## config.mk

```make
export PLATFORM = sky130hd
export DESIGN_NAME = servo_status_packet_receiver_core_flat
export DESIGN_NICKNAME = d
export VERILOG_FILES = /design/src/hw/rtl/sspr_pkg.sv /design/src/hw/rtl/sspr_in_if.sv /design/src/hw/rtl/sspr_out_if.sv /design/src/hw/rtl/sspr_in_stage.sv /design/src/hw/rtl/sspr_parser.sv /design/src/hw/rtl/sspr_out_stage.sv /design/src/hw/rtl/servo_status_packet_receiver_core.sv /design/src/flat_wrapper.sv
export SDC_FILE = /design/constraint.sdc
export NUM_CORES = 1
export LEC_CHECK = 0
export BUFFER_PORTS_ARGS = -buffer_cell sky130_fd_sc_hd__buf_2
export CORE_ASPECT_RATIO = 1.5
export CORE_MARGIN = 2
export CORE_UTILIZATION = 53
export CTS_CLUSTER_DIAMETER = 60
export CTS_CLUSTER_SIZE = 14
export DETAILED_ROUTE_END_ITERATION = 10
export PLACE_DENSITY = 0.77
export SLEW_MARGIN = 0
export SYNTH_ARGS = -nofsm -noshare
export SYNTH_HDL_FRONTEND = slang
export SYNTH_SLANG_ARGS = --single-unit
```

## constraint.sdc

```tcl
create_clock -name i_clk -period 3.7 [get_ports i_clk]
set_clock_uncertainty 0.15 [all_clocks]
set_input_delay 0.185 -clock i_clk [delete_from_list [all_inputs] [get_ports i_clk]]
set_output_delay 0.185 -clock i_clk [all_outputs]
set_load 0.01 [all_outputs]
```

## src/hw/rtl/sspr_pkg.sv

```systemverilog
package sspr_pkg;

    // Command codes of an input request.
    localparam logic [1:0] CMD_START   = 2'd0;
    localparam logic [1:0] CMD_BYTE    = 2'd1;
    localparam logic [1:0] CMD_TIMEOUT = 2'd2;
    localparam logic [1:0] CMD_NONE    = 2'd3;

    // Transaction modes given with a start request.
    localparam logic [1:0] MODE_WRITE_ACK = 2'd0;
    localparam logic [1:0] MODE_PING      = 2'd1;

    // Result kinds.
    localparam logic [1:0] KIND_DATA = 2'd0;
    localparam logic [1:0] KIND_OK   = 2'd1;
    localparam logic [1:0] KIND_FAIL = 2'd2;

    // Failure reasons.
    localparam logic [2:0] FAIL_NONE      = 3'd0;
    localparam logic [2:0] FAIL_NO_HEADER = 3'd1;
    localparam logic [2:0] FAIL_TIMEOUT   = 3'd2;
    localparam logic [2:0] FAIL_ID        = 3'd3;
    localparam logic [2:0] FAIL_LENGTH    = 3'd4;
    localparam logic [2:0] FAIL_CHECKSUM  = 3'd5;

    // Configuration register indexes.
    localparam logic CFG_RESPONSE_LEVEL = 1'b0;
    localparam logic CFG_SEARCH_LIMIT   = 1'b1;

    // Protocol constants.
    localparam logic [7:0] HEADER_BYTE  = 8'hFF;
    localparam logic [7:0] BROADCAST_ID = 8'hFE;
    localparam logic [7:0] ACK_LENGTH   = 8'd2;
    localparam logic [7:0] LIMIT_RESET  = 8'd10;

    typedef struct packed {
        logic [1:0] command;
        logic [7:0] expected_id;
        logic [1:0] mode;
        logic [7:0] read_length;
        logic [7:0] rx_byte;
    } t_in_item;

    typedef struct packed {
        logic [1:0] kind;
        logic [7:0] data_byte;
        logic [7:0] responder_id;
        logic [7:0] servo_status;
        logic [2:0] fail_reason;
    } t_out_item;

    typedef struct packed {
        logic      valid;
        t_out_item item;
    } t_result;

endpackage

```

## src/hw/rtl/sspr_in_if.sv

```systemverilog
interface sspr_in_if;
    logic       valid;
    logic       ready;
    logic [1:0] command;
    logic [7:0] expected_id;
    logic [1:0] mode;
    logic [7:0] read_length;
    logic [7:0] rx_byte;

    modport source (output valid, command, expected_id, mode, read_length, rx_byte,
                    input ready);
    modport sink (input valid, command, expected_id, mode, read_length, rx_byte,
                  output ready);
endinterface

```

## src/hw/rtl/sspr_out_if.sv

```systemverilog
interface sspr_out_if;
    logic       valid;
    logic       ready;
    logic [1:0] kind;
    logic [7:0] data_byte;
    logic [7:0] responder_id;
    logic [7:0] servo_status;
    logic [2:0] fail_reason;

    modport source (output valid, kind, data_byte, responder_id, servo_status, fail_reason,
                    input ready);
    modport sink (input valid, kind, data_byte, responder_id, servo_status, fail_reason,
                  output ready);
endinterface

```

## src/hw/rtl/sspr_in_stage.sv

```systemverilog
module sspr_in_stage
    import sspr_pkg::*;
(
    input  logic     i_clk,
    input  logic     i_rst_n,
    sspr_in_if.sink  i_in,
    input  logic     i_adv,
    output logic     o_valid,
    output t_in_item o_item
);

    logic     r_valid;
    t_in_item r_item;
    logic     n_valid;

    // The register takes a new request when empty or when its content moves on.
    assign i_in.ready = !r_valid || i_adv;

    always_comb begin
        n_valid = r_valid;
        if (i_in.ready) begin
            n_valid = i_in.valid;
        end
    end

    always_ff @(posedge i_clk) begin
        if (!i_rst_n) begin
            r_valid <= 1'b0;
        end else begin
            r_valid <= n_valid;
        end
    end

    // Payload needs no reset.
    always_ff @(posedge i_clk) begin
        if (i_in.valid && i_in.ready) begin
            r_item <= '{command:     i_in.command,
                        expected_id: i_in.expected_id,
                        mode:        i_in.mode,
                        read_length: i_in.read_length,
                        rx_byte:     i_in.rx_byte};
        end
    end

    assign o_valid = r_valid;
    assign o_item  = r_item;

endmodule

```

## src/hw/rtl/sspr_parser.sv

```systemverilog
module sspr_parser
    import sspr_pkg::*;
(
    input  logic       i_clk,
    input  logic       i_rst_n,
    input  logic       i_cfg_we,
    input  logic       i_cfg_index,
    input  logic [7:0] i_cfg_data,
    input  logic       i_adv,
    input  t_in_item   i_item,
    output t_result    o_res
);

    typedef enum logic [6:0] {
        PH_IDLE   = 7'b0000001,
        PH_HUNT   = 7'b0000010,
        PH_ID     = 7'b0000100,
        PH_LEN    = 7'b0001000,
        PH_STATUS = 7'b0010000,
        PH_DATA   = 7'b0100000,
        PH_SUM    = 7'b1000000
    } t_phase;

    t_phase     r_phase,  n_phase;
    logic [1:0] r_mode,   n_mode;
    logic [7:0] r_target, n_target;
    logic [7:0] r_left,   n_left;
    logic [7:0] r_hunt,   n_hunt;
    logic       r_last_ff, n_last_ff;
    logic [7:0] r_sum,    n_sum;
    logic [7:0] r_got_id, n_got_id;
    logic [7:0] r_got_len, n_got_len;
    logic [7:0] r_got_status, n_got_status;
    logic       r_response_level;
    logic [7:0] r_search_limit;

    logic [7:0] sum_plus;
    logic [7:0] left_minus;
    logic       skip_id;
    t_result    res;

    assign sum_plus   = 8'(r_sum + i_item.rx_byte);
    assign left_minus = 8'(r_left - 8'd1);
    assign skip_id    = (r_mode == MODE_PING) && (r_target == BROADCAST_ID);

    // Next state and result for the request that moves on in this cycle.
    always_comb begin
        n_phase      = r_phase;
        n_mode       = r_mode;
        n_target     = r_target;
        n_left       = r_left;
        n_hunt       = r_hunt;
        n_last_ff    = r_last_ff;
        n_sum        = r_sum;
        n_got_id     = r_got_id;
        n_got_len    = r_got_len;
        n_got_status = r_got_status;
        res          = '0;

        unique case (i_item.command)
            CMD_START: begin
                n_mode       = i_item.mode;
                n_target     = i_item.expected_id;
                n_left       = i_item.read_length;
                n_hunt       = '0;
                n_last_ff    = 1'b0;
                n_sum        = '0;
                n_got_id     = '0;
                n_got_len    = '0;
                n_got_status = '0;
                // A write to broadcast, or with no replies configured, is done at once.
                if (i_item.mode == MODE_WRITE_ACK &&
                    (i_item.expected_id == BROADCAST_ID || !r_response_level)) begin
                    n_phase                = PH_IDLE;
                    res.valid              = 1'b1;
                    res.item.kind          = KIND_OK;
                    res.item.responder_id  = i_item.expected_id;
                end else begin
                    n_phase = PH_HUNT;
                end
            end
            CMD_BYTE: begin
                unique case (r_phase)
                    PH_HUNT: begin
                        if (i_item.rx_byte == HEADER_BYTE && r_last_ff) begin
                            n_phase = PH_ID;
                            n_sum   = '0;
                        end else begin
                            n_last_ff = (i_item.rx_byte == HEADER_BYTE);
                            if (r_hunt >= r_search_limit) begin
                                n_phase              = PH_IDLE;
                                res.valid            = 1'b1;
                                res.item.kind        = KIND_FAIL;
                                res.item.fail_reason = FAIL_NO_HEADER;
                            end else begin
                                n_hunt = 8'(r_hunt + 8'd1);
                            end
                        end
                    end
                    PH_ID: begin
                        n_got_id = i_item.rx_byte;
                        n_sum    = sum_plus;
                        n_phase  = PH_LEN;
                    end
                    PH_LEN: begin
                        n_got_len = i_item.rx_byte;
                        n_sum     = sum_plus;
                        n_phase   = PH_STATUS;
                    end
                    PH_STATUS: begin
                        n_got_status = i_item.rx_byte;
                        n_sum        = sum_plus;
                        n_phase      = (r_mode[1] && r_left != 8'd0) ? PH_DATA : PH_SUM;
                    end
                    PH_DATA: begin
                        n_sum  = sum_plus;
                        n_left = left_minus;
                        if (left_minus == 8'd0) begin
                            n_phase = PH_SUM;
                        end
                        res.valid          = 1'b1;
                        res.item.kind      = KIND_DATA;
                        res.item.data_byte = i_item.rx_byte;
                    end
                    PH_SUM: begin
                        n_phase   = PH_IDLE;
                        res.valid = 1'b1;
                        // Id first, then length, then checksum; reads skip the first two.
                        if (!r_mode[1] && !skip_id && r_got_id != r_target) begin
                            res.item.kind        = KIND_FAIL;
                            res.item.fail_reason = FAIL_ID;
                        end else if (!r_mode[1] && r_got_len != ACK_LENGTH) begin
                            res.item.kind        = KIND_FAIL;
                            res.item.fail_reason = FAIL_LENGTH;
                        end else if (~r_sum != i_item.rx_byte) begin
                            res.item.kind        = KIND_FAIL;
                            res.item.fail_reason = FAIL_CHECKSUM;
                        end else begin
                            res.item.kind         = KIND_OK;
                            res.item.responder_id = r_got_id;
                            res.item.servo_status = r_got_status;
                        end
                    end
                    default: begin
                        // Bytes while idle are dropped.
                        n_phase = PH_IDLE;
                    end
                endcase
            end
            CMD_TIMEOUT: begin
                if (r_phase != PH_IDLE) begin
                    n_phase              = PH_IDLE;
                    res.valid            = 1'b1;
                    res.item.kind        = KIND_FAIL;
                    res.item.fail_reason = FAIL_TIMEOUT;
                end
            end
            CMD_NONE: begin
            end
            default: begin
            end
        endcase
    end

    assign o_res = res;

    // Transaction state advances only when a request moves on.
    always_ff @(posedge i_clk) begin
        if (!i_rst_n) begin
            r_phase      <= PH_IDLE;
            r_mode       <= '0;
            r_target     <= '0;
            r_left       <= '0;
            r_hunt       <= '0;
            r_last_ff    <= 1'b0;
            r_sum        <= '0;
            r_got_id     <= '0;
            r_got_len    <= '0;
            r_got_status <= '0;
        end else if (i_adv) begin
            r_phase      <= n_phase;
            r_mode       <= n_mode;
            r_target     <= n_target;
            r_left       <= n_left;
            r_hunt       <= n_hunt;
            r_last_ff    <= n_last_ff;
            r_sum        <= n_sum;
            r_got_id     <= n_got_id;
            r_got_len    <= n_got_len;
            r_got_status <= n_got_status;
        end
    end

    // Configuration registers.
    always_ff @(posedge i_clk) begin
        if (!i_rst_n) begin
            r_response_level <= 1'b1;
            r_search_limit   <= LIMIT_RESET;
        end else if (i_cfg_we) begin
            unique case (i_cfg_index)
                CFG_RESPONSE_LEVEL: r_response_level <= i_cfg_data[0];
                CFG_SEARCH_LIMIT:   r_search_limit   <= i_cfg_data;
                default: begin
                end
            endcase
        end
    end

    // A data byte comes only out of the data phase.
    a_data_in_data_phase: assert property (@(posedge i_clk) disable iff (!i_rst_n)
        i_adv && res.valid && res.item.kind == KIND_DATA |-> r_phase == PH_DATA)
        else $error("data byte emitted outside data phase");

    // Every failure closes the transaction.
    a_fail_closes: assert property (@(posedge i_clk) disable iff (!i_rst_n)
        i_adv && res.valid && res.item.kind == KIND_FAIL |=> r_phase == PH_IDLE)
        else $error("transaction still open after failure");

    // Success comes from the checksum byte or an immediate acknowledge.
    a_ok_source: assert property (@(posedge i_clk) disable iff (!i_rst_n)
        i_adv && res.valid && res.item.kind == KIND_OK |->
            r_phase == PH_SUM || i_item.command == CMD_START)
        else $error("success reported from an unexpected phase");

endmodule

```

## src/hw/rtl/sspr_out_stage.sv

```systemverilog
module sspr_out_stage
    import sspr_pkg::*;
(
    input  logic      i_clk,
    input  logic      i_rst_n,
    input  logic      i_load,
    input  t_result   i_res,
    output logic      o_ok,
    sspr_out_if.source o_out
);

    logic      r_valid;
    t_out_item r_item;

    // A new result may be written when the register is empty or being drained.
    assign o_ok = !r_valid || o_out.ready;

    always_ff @(posedge i_clk) begin
        if (!i_rst_n) begin
            r_valid <= 1'b0;
        end else if (i_load) begin
            r_valid <= i_res.valid;
        end else if (o_out.ready) begin
            r_valid <= 1'b0;
        end
    end

    always_ff @(posedge i_clk) begin
        if (i_load && i_res.valid) begin
            r_item <= i_res.item;
        end
    end

    assign o_out.valid        = r_valid;
    assign o_out.kind         = r_item.kind;
    assign o_out.data_byte    = r_item.data_byte;
    assign o_out.responder_id = r_item.responder_id;
    assign o_out.servo_status = r_item.servo_status;
    assign o_out.fail_reason  = r_item.fail_reason;

endmodule

```

## src/hw/rtl/servo_status_packet_receiver_core.sv

```systemverilog
// Servo status reply receiver.
// The input channel carries requests: start (expected id, mode, read length),
// a received byte, or a timeout. The output channel carries results: a read
// data byte, a success with responder id and servo status, or a failure with
// its reason. Most requests give no result; none gives more than one.
// Configuration is a plain write port: index 0 response level, index 1
// header search limit; write only while no request or result is in flight.
// A request is registered on acceptance and decoded through one stage of
// parse logic once the output register can take its result, which is then
// loaded into that register. One request per cycle is sustained while the
// output is ready; the rate is set by the single parse stage that updates
// the transaction state. When the receiver stalls, the pending result holds,
// one more request is kept in the input register and then input ready drops
// until the output drains. Synchronous active-low reset empties both registers,
// closes any transaction and restores response level 1 and search limit 10.
module servo_status_packet_receiver_core
    import sspr_pkg::*;
(
    input  logic       i_clk,
    input  logic       i_rst_n,
    input  logic       i_cfg_we,
    input  logic       i_cfg_index,
    input  logic [7:0] i_cfg_data,
    sspr_in_if.sink    i_in,
    sspr_out_if.source o_out
);

    logic     in_valid;
    t_in_item in_item;
    logic     out_ok;
    logic     adv;
    t_result  res;

    // The registered request moves on when the output register can take its result.
    assign adv = in_valid && out_ok;

    sspr_in_stage u_in_stage (
        .i_clk   (i_clk),
        .i_rst_n (i_rst_n),
        .i_in    (i_in),
        .i_adv   (adv),
        .o_valid (in_valid),
        .o_item  (in_item)
    );

    sspr_parser u_parser (
        .i_clk       (i_clk),
        .i_rst_n     (i_rst_n),
        .i_cfg_we    (i_cfg_we),
        .i_cfg_index (i_cfg_index),
        .i_cfg_data  (i_cfg_data),
        .i_adv       (adv),
        .i_item      (in_item),
        .o_res       (res)
    );

    sspr_out_stage u_out_stage (
        .i_clk   (i_clk),
        .i_rst_n (i_rst_n),
        .i_load  (adv),
        .i_res   (res),
        .o_ok    (out_ok),
        .o_out   (o_out)
    );

endmodule
```

## src/flat_wrapper.sv

```systemverilog
// flat-port wrapper written by rule: the top's interface ports become plain ports
module servo_status_packet_receiver_core_flat import sspr_pkg::*;
  (i_clk, i_rst_n, i_cfg_we, i_cfg_index, i_cfg_data, i_in_valid, i_in_command, i_in_expected_id, i_in_mode, i_in_read_length, i_in_rx_byte, i_in_ready, o_out_valid, o_out_kind, o_out_data_byte, o_out_responder_id, o_out_servo_status, o_out_fail_reason, o_out_ready);
  sspr_in_if i_in_i ();
  sspr_out_if o_out_i ();
  input  logic i_clk;
  input  logic i_rst_n;
  input  logic i_cfg_we;
  input  logic i_cfg_index;
  input  logic [7:0] i_cfg_data;
  input wire logic [$bits(i_in_i.valid)-1:0] i_in_valid;
  input wire logic [$bits(i_in_i.command)-1:0] i_in_command;
  input wire logic [$bits(i_in_i.expected_id)-1:0] i_in_expected_id;
  input wire logic [$bits(i_in_i.mode)-1:0] i_in_mode;
  input wire logic [$bits(i_in_i.read_length)-1:0] i_in_read_length;
  input wire logic [$bits(i_in_i.rx_byte)-1:0] i_in_rx_byte;
  output wire logic [$bits(i_in_i.ready)-1:0] i_in_ready;
  output wire logic [$bits(o_out_i.valid)-1:0] o_out_valid;
  output wire logic [$bits(o_out_i.kind)-1:0] o_out_kind;
  output wire logic [$bits(o_out_i.data_byte)-1:0] o_out_data_byte;
  output wire logic [$bits(o_out_i.responder_id)-1:0] o_out_responder_id;
  output wire logic [$bits(o_out_i.servo_status)-1:0] o_out_servo_status;
  output wire logic [$bits(o_out_i.fail_reason)-1:0] o_out_fail_reason;
  input wire logic [$bits(o_out_i.ready)-1:0] o_out_ready;
  assign i_in_i.valid = i_in_valid;
  assign i_in_i.command = i_in_command;
  assign i_in_i.expected_id = i_in_expected_id;
  assign i_in_i.mode = i_in_mode;
  assign i_in_i.read_length = i_in_read_length;
  assign i_in_i.rx_byte = i_in_rx_byte;
  assign i_in_ready = i_in_i.ready;
  assign o_out_valid = o_out_i.valid;
  assign o_out_kind = o_out_i.kind;
  assign o_out_data_byte = o_out_i.data_byte;
  assign o_out_responder_id = o_out_i.responder_id;
  assign o_out_servo_status = o_out_i.servo_status;
  assign o_out_fail_reason = o_out_i.fail_reason;
  assign o_out_i.ready = o_out_ready;
  servo_status_packet_receiver_core u_core (.i_clk(i_clk), .i_rst_n(i_rst_n), .i_cfg_we(i_cfg_we), .i_cfg_index(i_cfg_index), .i_cfg_data(i_cfg_data), .i_in(i_in_i), .o_out(o_out_i));
endmodule
```

; ---- After elaboration in Yosys (flattened, before gate mapping)
; Index checks and enable logic that the tools add are counted.
[op_classes]
n_addsub = 3
n_eq_ne = 28
n_lt_le_gt_ge = 1
reduce_logical = 39
n_mux = 51
bitwise_logic = 4
[op_table]
columns = op, count
row1 = $pmux 8 s2, 8
row2 = $mux 8, 9
row3 = $mux 16, 4
row4 = $mux 7, 5
row5 = $pmux 7 s5, 1
row6 = $eq 8x8->1 const B, 3
row7 = $mux 3, 7
row8 = $pmux 7 s3, 1
row9 = $pmux 3 s3, 2
row10 = $ne 8x8->1, 2
row11 = $pmux 3 s2, 2
row12 = $reduce_and 3->1, 4
row13 = $logic_and 1x1->1, 10
row14 = $mux 2, 5
row15 = $ne 2x1->1 const B, 5
row16 = $reduce_and 5->1, 2
row17 = $add 8x1->8 const B, 1
row18 = $add 8x8->8, 1
row19 = $ge 8x8->1, 1
row20 = $logic_not 8->1, 1
row21 = $ne 8x2->1 const B, 1
row22 = $not 8->8, 1
row23 = $reduce_and 2->1, 4
row24 = $reduce_and 4->1, 2
row25 = other kinds (25), 44
[word_totals]
input_bits = 42
ff_bits = 134
out_inout_bits = 31
elab_cells = 150

; ---- Longest topological paths before layout
; Gate-level depths: netlist (run 1).
[depth]
word_depth = 9
mapped_depth = 9
ltp_nobuf = 8

; ---- Cells and area by module
; From an unflattened synthesis (run 1), not the netlist that was laid out.
[hier_totals]
hier_cells = 623
hier_area_um2 = 6326.1
[modules_own_cells]
columns = module, area_per_inst_um2, instances, cells_per_inst, seq_area_each_um2
row1 = sspr_parser, 4499.3, 1, 555, 1501.4
row2 = sspr_out_stage, 922.1, 1, 34, 890.9
row3 = sspr_in_stage, 898.4, 1, 33, 860.8
row4 = servo_status_packet_receiver_core, 6.3, 1, 1, 0.0

; ---- Worst setup path after synthesis (run 1)
; OpenSTA, ideal clock, no wires.
[synth_timing]
kind = flip-flop to flip-flop
from = reg u_core.u_parser.r_hunt[0]
to = reg u_core.u_out_stage.r_item (netlist bit u_core.u_out_stage.o_out.data_byte[0]), enable pin
arrival_ns = 2.891
setup_ns = 0.433
stages_incl_launch_ff = 9
required_time_ns = 3.117
synth_period_minus_slack_ns = 3.474
path_buffers = 0
slack_ns = 0.226
path_cell_list = dfxtp_1 > inv_1 > ha_1 > nand2b_1 > a2111oi_0 > o31a_1 > nor2b_1 > o21ai_0 > a31oi_1
[synth_between]
elab_chain_cells = 6
[synth_rtl]
columns = item, line_no
row1 = from (decl), sspr_parser.sv:28  ; logic [7:0] r_hunt, n_hunt;
row2 = from (signal assigned), sspr_parser.sv:185  ; r_hunt <= n_hunt;
row3 = $ge 8x8->1, sspr_parser.sv:90  ; if (r_hunt >= r_search_limit) begin
row4 = $mux 3, sspr_parser.sv:90
row5 = $mux 3, sspr_parser.sv:85  ; if (i_item.rx_byte == HEADER_BYTE && r_last_ff) begin
row6 = $pmux 3 s3, sspr_parser.sv:83  ; unique case (r_phase)
row7 = $pmux 3 s3, sspr_parser.sv:60  ; unique case (i_item.command)
row8 = $logic_and 1x1->1, sspr_out_stage.sv:29  ; if (i_load && i_res.valid) begin
row9 = to (signal assigned), sspr_out_stage.sv:30  ; r_item <= i_res.item;
row10 = to (decl), sspr_out_stage.sv:13  ; t_out_item r_item;
; Every way passes these cells.
; A chain may end at the register's enable or synchronous reset.

==> results of run 1 <==
## routing by layer
metal / part of all wire, % / vias to the layer above / global-route usage [%]
li1: - / 2371 / -
met1: 39 / 2315 / 24.1
met2: 55 / 125 / 41.5
met3: 3.9 / 37 / 4.40
met4: 2.8 / 0 / 11.1
met5: 0 / - / 0
## cell usage in the layout (no fill, tap or decap), types with 18 or more instances in the layout
cell,instances
and2_1,29
o21ai_0,18
buf_2,72
nand2_1,45
nor2b_1,44
dfxtp_1,77
dlygate4sd3_1,39
ha_1,22
inv_1,18
a21oi_1,23
mux2i_1,45
edfxtp_1,57
## cell type report
class                   count  area [µm²]
fillers                   924        4070
flip-flops and latches    134        3250
multi-input cells         413        3010
repair buffers            115         781
clock buffers              20         457
well taps                 153         191
clock inverters            12         129
inverters                  18        67.6
## registers in the layout (all words and copies together), names as in the netlist, 8 cells and up
register and flops:
u_core.u_parser.r_hunt 8, u_core.u_parser.r_left 8, u_core.u_parser.r_search_limit 8, u_core.u_parser.r_sum 8, u_core.u_parser.r_got_status 8, u_core.u_in_stage.o_item 28, u_core.u_parser.r_got_len 8, u_core.u_parser.r_got_id 8
u_core.u_out_stage.o_out.data_byte 8, u_core.u_out_stage.o_out.servo_status 8, u_core.u_out_stage.o_out.responder_id 8, u_core.u_parser.r_target 8
## worst register-to-register path, delay by kind of cell, from the launching register on
family / cells / cell delay, ns
AND/OR/NAND/NOR: 5 / 1.55
adder cells (fa/ha/maj): 1 / 0.38
flip-flops: 1 / 0.42
AO/OA/AOI/OAI: 1 / 0.23
## power breakdown
group | total (W) | switching, W | internal, W
Sequential | 0.00160 | 0.0000279 | 0.00157
Clock | 0.00165 | 0.000629 | 0.00102
Combinational | 0.000240 | 0.000123 | 0.000117
## worst paths after layout
| check | startpoint | endpoint | slack [ns] |
|---|---|---|---|
| worst max-delay path | u_core.u_in_stage.o_item[3] | u_core.u_out_stage.o_out.responder_id[7] | 0.84 |
| worst min-delay path | i_cfg_index | u_core.u_parser.r_search_limit[4] | 0.05 |
| worst max register to register | u_core.u_in_stage.o_item[3] | u_core.u_out_stage.o_out.responder_id[7] | 0.84 |
| worst min register to register | u_core.u_parser.r_search_limit[2] | u_core.u_parser.r_search_limit[2] | 0.32 |
## what timing repair did
item	4_1_cts	5_1_grt
hold buffers	39	0
hold endpoints to repair	39	0
setup endpoints to repair	0	0
buffers inserted	0	0
## kinds of logic after synthesis
family	share of synthesized area [%]
AO/OA/AOI/OAI	13.1
XOR/XNOR	2.44
AND/OR/NAND/NOR	19.3
adder cells (fa/ha/maj)	4.57
multiplexers	6.97
flip-flops	50.4
buffers and inverters	3.20
## through the flow
step	util, %	power (W)
after floorplan	-	0.00177
after global placement	57.8	0.00183
after detailed placement	57.8	0.00184
after CTS	65.9	0.00350
after global routing	65.9	0.00361
final	65.9	0.00349
==> results, run 1 <==
- The number of hold violations in the final report is 0.
- The largest single stage delay on the critical path is 0.54 ns.
- The area of the die is ~13000 µm².
- In this run the mean area of a mapped cell was approximately 11 µm².
- The count of routing violations after the opening detailed-route iteration is roughly 280.
- The initial antenna violation count is 0.
- The summed instance area of the synthesized netlist is between 6000 and 7000 µm².
- The proportion of register bits with asynchronous set or reset after synthesis is 0%.
- CTS built an H-tree with a depth of 4.
- Along the worst path, the maximum fanout reaches 16.
- Synthesis produced a netlist whose cell count is approximately 590.
- The register bit count reported by yosys is approximately 130.
- Once layout is done, the placed cells without fillers occupy around 7900 µm².
- After the flow finishes, the layout carries non-filler instances totaling 865.
- The maximum frequency from static timing analysis is approximately 350 MHz.
- The number of cells on the worst reg-to-reg path is 7.
- From synthesis to final layout, the design area changed by 22.1%.
- For this block, the via count after detailed routing is 4848.
- The region available for standard cell placement spans approximately 12000 µm².
- In the post-synthesis netlist, the biggest area contributors are edfxtp_1 (27%), dfxtp_1 (24%), mux2i_1 (7.0%).
- The sort of element at the end of the critical path is a flip-flop.
- After detailed placement, the total cell area comes to 6910 µm².
- Using the TritonRoute via totals, the vias-per-cell ratio works out to 5.60.
- The pin count of the biggest net entering global routing is 67.
- The number of top-level pins is 73.
- Routability-driven placement finished with a final weighted congestion of 0.851.
- The critical setup path kind is flip-flop to flip-flop.
- The minimum period implied by the final worst setup slack is 2.86 ns.
- The number of unique standard cell types used by synthesis is slightly above 70.
- IR analysis of the VDD net gives a maximum drop of between 0.0003 and 0.0004 V.
- In this run the deepest clock path goes through 2 buffers.
- The post-placement cell count is a little under 800.
- The total half-perimeter wirelength after legalization and detailed placement is 9690 µm.
- After detailed routing, the number of remaining DRC violations is 0.
- The data required time at the worst endpoint is between 3 and 4 ns.
- The clock root buffer master is clkbuf_16.
- The total number of clock tree sinks is 134.
- After layout, the worst setup slack is 0.840 ns.
- Of all cell types, the one taking the most synthesized area is edfxtp_1.
- In the post-synthesis netlist, the cell with the most instances is dfxtp_1.
- After layout, the worst path uses 77.3% of the clock period.
- The vertical extent of the die is 139 µm.
- The TritonCTS clock tree is done.
- The slew at the pin closest to its max-slew limit is around 0.79 ns.
- At the later pin of the worst-skew pair, clock insertion delay measures approximately 0.42 ns.
- The number of failing setup endpoints in the final timing report is 0.
- Sorting the synthesized cells by how often they occur yields dfxtp_1 (77), edfxtp_1 (57), mux2i_1 (45), nand2_1 (45), nor2b_1 (44).
- The synthesized design contains 57 enable-type register cells.
- Measured against its own limit, the worst slew margin works out to 46.8%.
- Port buffering added 72 buffers.
- For this run, the register share of the synthesized area comes to 50.4%.
- Counting both buffers and inverters, the worst setup path holds a total of 0.
- The critical path goes through ha_1 -> nand2_1 -> nor4_1 -> nor2b_1 -> nor2b_1 -> and3_1 -> a22o_1.
- The power density over the cells is between 400 and 500 nW/µm².
- Buffers inserted during clock tree synthesis total 17.
- The kind of path behind the tightest hold check is primary input to flip-flop.
- The number of global-route vias before repair came to a little under 5000.
- The data arrival time at the worst-slack endpoint is between 2 and 3 ns.
- The cell with the biggest individual delay on the critical path is and3_1.
- The setup slack at placement is approximately 0.92 ns.
- At the end of the flow, the number of nets in the layout was around 760.
- The pre-antenna-repair detailed-routing pass consisted of 4 iterations.
- The post-route netlist has about 18% of its cells at a drive strength greater than 1.
- Setup repair after global routing left no endpoint under its margin.
- The routed length per placed instance is approximately 16 µm.
- The most used flip-flop cell after synthesis is dfxtp_1.
- The first global-routing pass estimated ~23000 µm of wire.
- The starting utilization of the core area is around 54%.
- Clock-pin slew was measured on the worst setup and hold paths at about 0.060 ns.
- The global-route usage over all layers is 22.6%.
- The leakage power is 3.38 nW.
- The count of inserted antenna diode cells is 0.
- The number of cells on the worst hold path is 4.
- STA classifies the critical path startpoint as a flip-flop.
- Of the post-synthesis cell area, the dominant cell type holds about a quarter.
- The number of nets in the synthesized netlist is 658.
- The family with the most delay on the worst path is simple AND/OR/NAND/NOR gates.
- From left edge to right edge, the die measures ~94 µm.
- For this run, the number of Yosys warnings is 0.
- For this block, the routed nets add up to around 14000 µm of wire.
- After clock tree synthesis, the repair step resized 0 gates.
- The total overflow left after global routing is 0.
- The tool flagged a number of max-cap violations equal to 0.
- After routing, the total negative slack on setup checks comes to 0 ns.
- Among the stages of the critical path, the cell type that occurs most often is nor2b_1.
- The number of max-slew violations in the final report is 0.
- The run finished with clean final reports.
- Counting buffers and inverters, the worst setup path is 7 cells deep.
- The remaining antenna violation count after routing is 0.
- The final hold slack is 0.0508 ns.
- The floorplan has 49 rows.
Power figures use the tool's default switching activity.
==> inputs of run 2 (changes only) <==
ABC_AREA = 1   (was default)
CORE_UTILIZATION = 55   (was 53)
clock period = 3 ns   (was 3.7 ns; I/O delays follow)
==> results, run 2 <==
- The first global-routing pass estimated about 24000 µm of wire.
- The data required time at the worst endpoint is about 3 ns.
- In this run the critical register-to-register path is captured at u_core.u_out_stage.o_out.responder_id[7].
- The number of global-route vias before repair is approximately 5300.
- Input and output buffers added on the ports amount to 72.
- Synthesis handed over a netlist of slightly above 700 instances.
- The destination of the worst hold path is u_core.u_parser.r_sum[5].
- Of the total synthesized cell area, the portion taken by AND, OR, NAND and NOR gates is around a fifth.
- The compound-gate portion of the synthesized area is between 10% and 20%.
- The total negative slack is 0 ns.
- In the final layout, the share of cells above drive strength 1 is 17.7%.
- After detailed routing, the number of vias per cell comes to 5.45.
- The pin count of the biggest net entering global routing is between 50 and 60.
- The proportion of register bits with asynchronous set or reset after synthesis is 0%.
- The global placement routability congestion is around 0.9.
- The routed layout has roughly 5500 vias.
- The leakage power is approximately 3.2 nW.
- The vertical extent of the die is between 100 and 150 µm.
- Timing would allow up to between 300 and 400 MHz.
- The kind of path behind the tightest hold check is primary input to flip-flop.
- The tool flagged a number of max-cap violations equal to 0.
- Walking the worst path, the cells encountered are ha_1 -> nand2_1 -> nor3_1 -> nand2_1 -> nor2_2 -> nand4_2 -> o21ai_0.
- The number of top-level pins is 73.
- For the worst setup path, the data arrival time is between 2 and 3 ns.
- The type of element launching the critical path is a flip-flop.
- Counting every net in the synthesized netlist gives 785.
- The worst register-to-register path begins at u_core.u_in_stage.o_item[4].
- Setup violations remaining at the end of the flow were counted as 0.
- The global-route usage over all layers is about a quarter.
- The power density over the cells is 564 nW/µm².
- Gates resized during post-CTS repair numbered 0.
- The adder-cell share of the synthesized area is around 4.7%.
- The initialized floorplan defines 48 standard-cell rows.
- The number of hold violations in the final report is 0.
- Leaving out fill and tap cells, the most frequent cell in the layout is nand2_1.
- The fraction of synthesized cell area taken by the top area cell type is about 27%.
- After synthesis, the largest family of logic cells by area is simple AND/OR/NAND/NOR gates.
- Along the worst path, the maximum fanout reaches 17.
- Counting instances in the post-synthesis netlist gives the leading cell types as nand2_1 (127), dfxtp_1 (77), inv_1 (77), nor2_1 (77), a21oi_1 (69).
- After synthesis the cells add up to approximately 6300 µm².
- The largest stage delay on the critical path is between 0.4 and 0.5 ns.
- Dividing the detail-routed wire length by the instance count gives about 15 µm.
- The number of unique standard cell types used by synthesis is 48.
- Together, buffers and inverters on the worst path number 0.
- The initial antenna violation count is 0.
- The share of the Yosys chip area taken by registers is slightly above 50%.
- The count of nets left with antenna violations once routing finished came out at 0.
- The worst setup path startpoint is u_core.u_in_stage.o_item[4].
- The repair_antennas step left the layout with diodes totalling 0.
- The clock edge transition at the registers on the reported setup and hold paths is around 0.060 ns.
- The clock passes through at most 2 buffers.
- Setup slack on the worst reg-to-reg path comes out at about 0.43 ns.
- The XOR/XNOR share of the synthesized area is under 10%.
- The largest individual stage delay along the critical path comes from the cell edfxtp_1.
- The Yosys step of the flow raised 0 warnings.
- The most used flip-flop cell after synthesis is dfxtp_1.
- The library cell appearing most often on the critical path is nand2_1.
- The total detailed-routing wirelength is 15100 µm.
- In this run the tightest slew margin relative to its limit is 60.0%.
- The clock latency on the worst-skew pair is 0.41 ns.
- The critical setup path kind is flip-flop to flip-flop.
- The synthesized area per cell is around 9 µm².
- The overall power after layout is ~0.0044 W.
- The synthesized design contains about 130 register bits.
- In this run the horizontal extent of the chip is a little over 90 µm.
- The count of routing violations after the opening detailed-route iteration is approximately 420.
- The tree built by TritonCTS fans out to approximately 130 sinks.
- The starting utilization of the core area is between 50% and 60%.
- The worst hold path was traced through 3 stages.
- The area of the placeable core is approximately 11000 µm².
- On the critical path the largest part of the delay comes from simple AND/OR/NAND/NOR gates.
- The slew at the pin closest to its max-slew limit is between 0.6 and 0.7 ns.
- The tree is rooted in a clkbuf_16.
- The sort of element at the end of the critical path is a flip-flop.
- In this run the post-CTS setup repair buffer count came out at 0.
- Ranked by total cell area, the synthesized netlist is headed by edfxtp_1 (27%), dfxtp_1 (24%), nand2_1 (7.5%).
- Setup repair after global routing left no endpoint under its margin.
- The worst-case IR drop observed on VDD is roughly 0.00040 V.
- Measured against the total synthesized area, the mux share comes to 0%.
- After detailed routing, the number of remaining DRC violations is 0.
- The layout overhead on the synthesized area is 23.3%.
- The net count of the finished layout is just over 900.
- The number of levels the H-tree was split into is 4.
- The overall overflow remaining after global route is 0.
- The count of flip-flops with a built-in enable after synthesis is between 50 and 60.
- nand2_1 is the most common cell in the netlist.
- Buffers inserted to repair hold after CTS numbered 41.
- In the finished design, the share of the clock period the worst path needs comes to between 80% and 90%.
- The TritonCTS clock tree is done.
- The logic depth of the worst register-to-register path is 7.
- In the layout the commonest cells are nand2_1 (127), inv_1 (77), nor2_1 (77), dfxtp_1 (77), buf_2 (72).
- The number of max-slew violations in the final report was 0.
- The flip-flop count of the largest register, all copies and words added is 28.
- The die covers about 12000 µm².
- Before antenna repair, the detailed router went through 5 iterations.
- The flow ran to the end, and the final reports show no timing, DRC or antenna violations.
- edfxtp_1 takes more of the synthesized area than any other cell.
- Counting I/O delays and the setup requirement, the final critical path takes 2.57 ns.
- In this run the most critical hold path is launched from i_rst_n.
- The number of buffers inserted during clock tree synthesis is 17.
- The total half-perimeter wirelength after legalization and detailed placement is approximately 10000 µm.
## run 2: changes by cell type in the layout (fill, tap and decap cells not counted), sizes merged, moves of 7 or more
cell,delta
nand2,+90
nor2,+69
inv,+64
a21oi,+50
mux2i,-45
nor2b,-44
o21ai,+39
nand3,+33
and2,-29
a22o,-16
a21boi,-11
nor4,-8
or3,-7
## run 2: cells by family (layout without fill, tap and decap cells)
group,Yosys count,in the layout
and+or+nand+nor,294,294
AOI/OAI and AO/OA,153,153
DFF,134,134
buffers and inverters,102,236
adders and majority gates,23,23
xor gates and xnor gates,14,14
## run 2: worst max path at each step
stage                                                     to  slack (ns)  cells after the start
finish              u_core.u_out_stage.o_out.responder_id[7]        0.43                      7
global route        u_core.u_out_stage.o_out.responder_id[3]        0.20                      7
CTS                 u_core.u_out_stage.o_out.responder_id[7]        0.48                      7
detailed placement  u_core.u_out_stage.o_out.responder_id[7]        0.50                      7
global placement       u_core.u_out_stage.o_out.data_byte[1]        0.59                      8
floorplan              u_core.u_out_stage.o_out.data_byte[0]        0.51                      8
## run 2: worst reg2reg max path: stages, from the launching register on
cell and delay, ns:
edfxtp_1 0.42, ha_1 0.37, nand2_1 0.12, nor3_1 0.23, nand2_1 0.12, nor2_2 0.18
nand4_2 0.40, o21ai_0 0.38
## run 2: where the power goes
part	switching (W)	total, W	internal, W
Combinational	0.000243	0.000404	0.000161
Clock	0.000766	0.00198	0.00121
Sequential	0.0000484	0.00202	0.00197
Total	0.00106	0.00440	0.00334
## run 2: metal layers
metal | up-vias | wire (µm) | part of all wire (%) | GRT usage, %
met4 | 0 | 444 | 2.9 | 10.6
met1 | 2564 | 5890 | 39 | 27.2
met5 | - | 0 | 0 | 0
li1 | 2664 | - | - | -
met3 | 38 | 758 | 5.0 | 4.84
met2 | 201 | 8030 | 53 | 46.3
## run 2: per-stage QoR
| stage | cells | cell area, µm² | hold slack (ns) | util [%] | worst slack (ns) |
|---|---|---|---|---|---|
| final | 1004 | 7800 | 0.0893 | 68.7 | 0.431 |
| after global routing | 1004 | 7800 | 0.122 | 68.7 | 0.203 |
| after CTS | 1004 | 7800 | 0.0787 | 68.7 | 0.478 |
| after detailed placement | 931 | 6830 | 0.178 | 60.1 | 0.497 |
| after global placement | 931 | 6830 | 0.177 | 60.1 | 0.588 |
| after floorplan | 720 | 6330 | 0.0989 | - | 0.507 |
## run 2: layout make-up
class	instances	area (µm²)
Timing Repair Buffer	120	823
Clock inverter	14	136
Tap cell	150	188
Clock buffer	18	429
Inverter	84	325
Sequential cell	134	3250
Fill cell	828	3550
Multi-Input combinational cell	484	2650
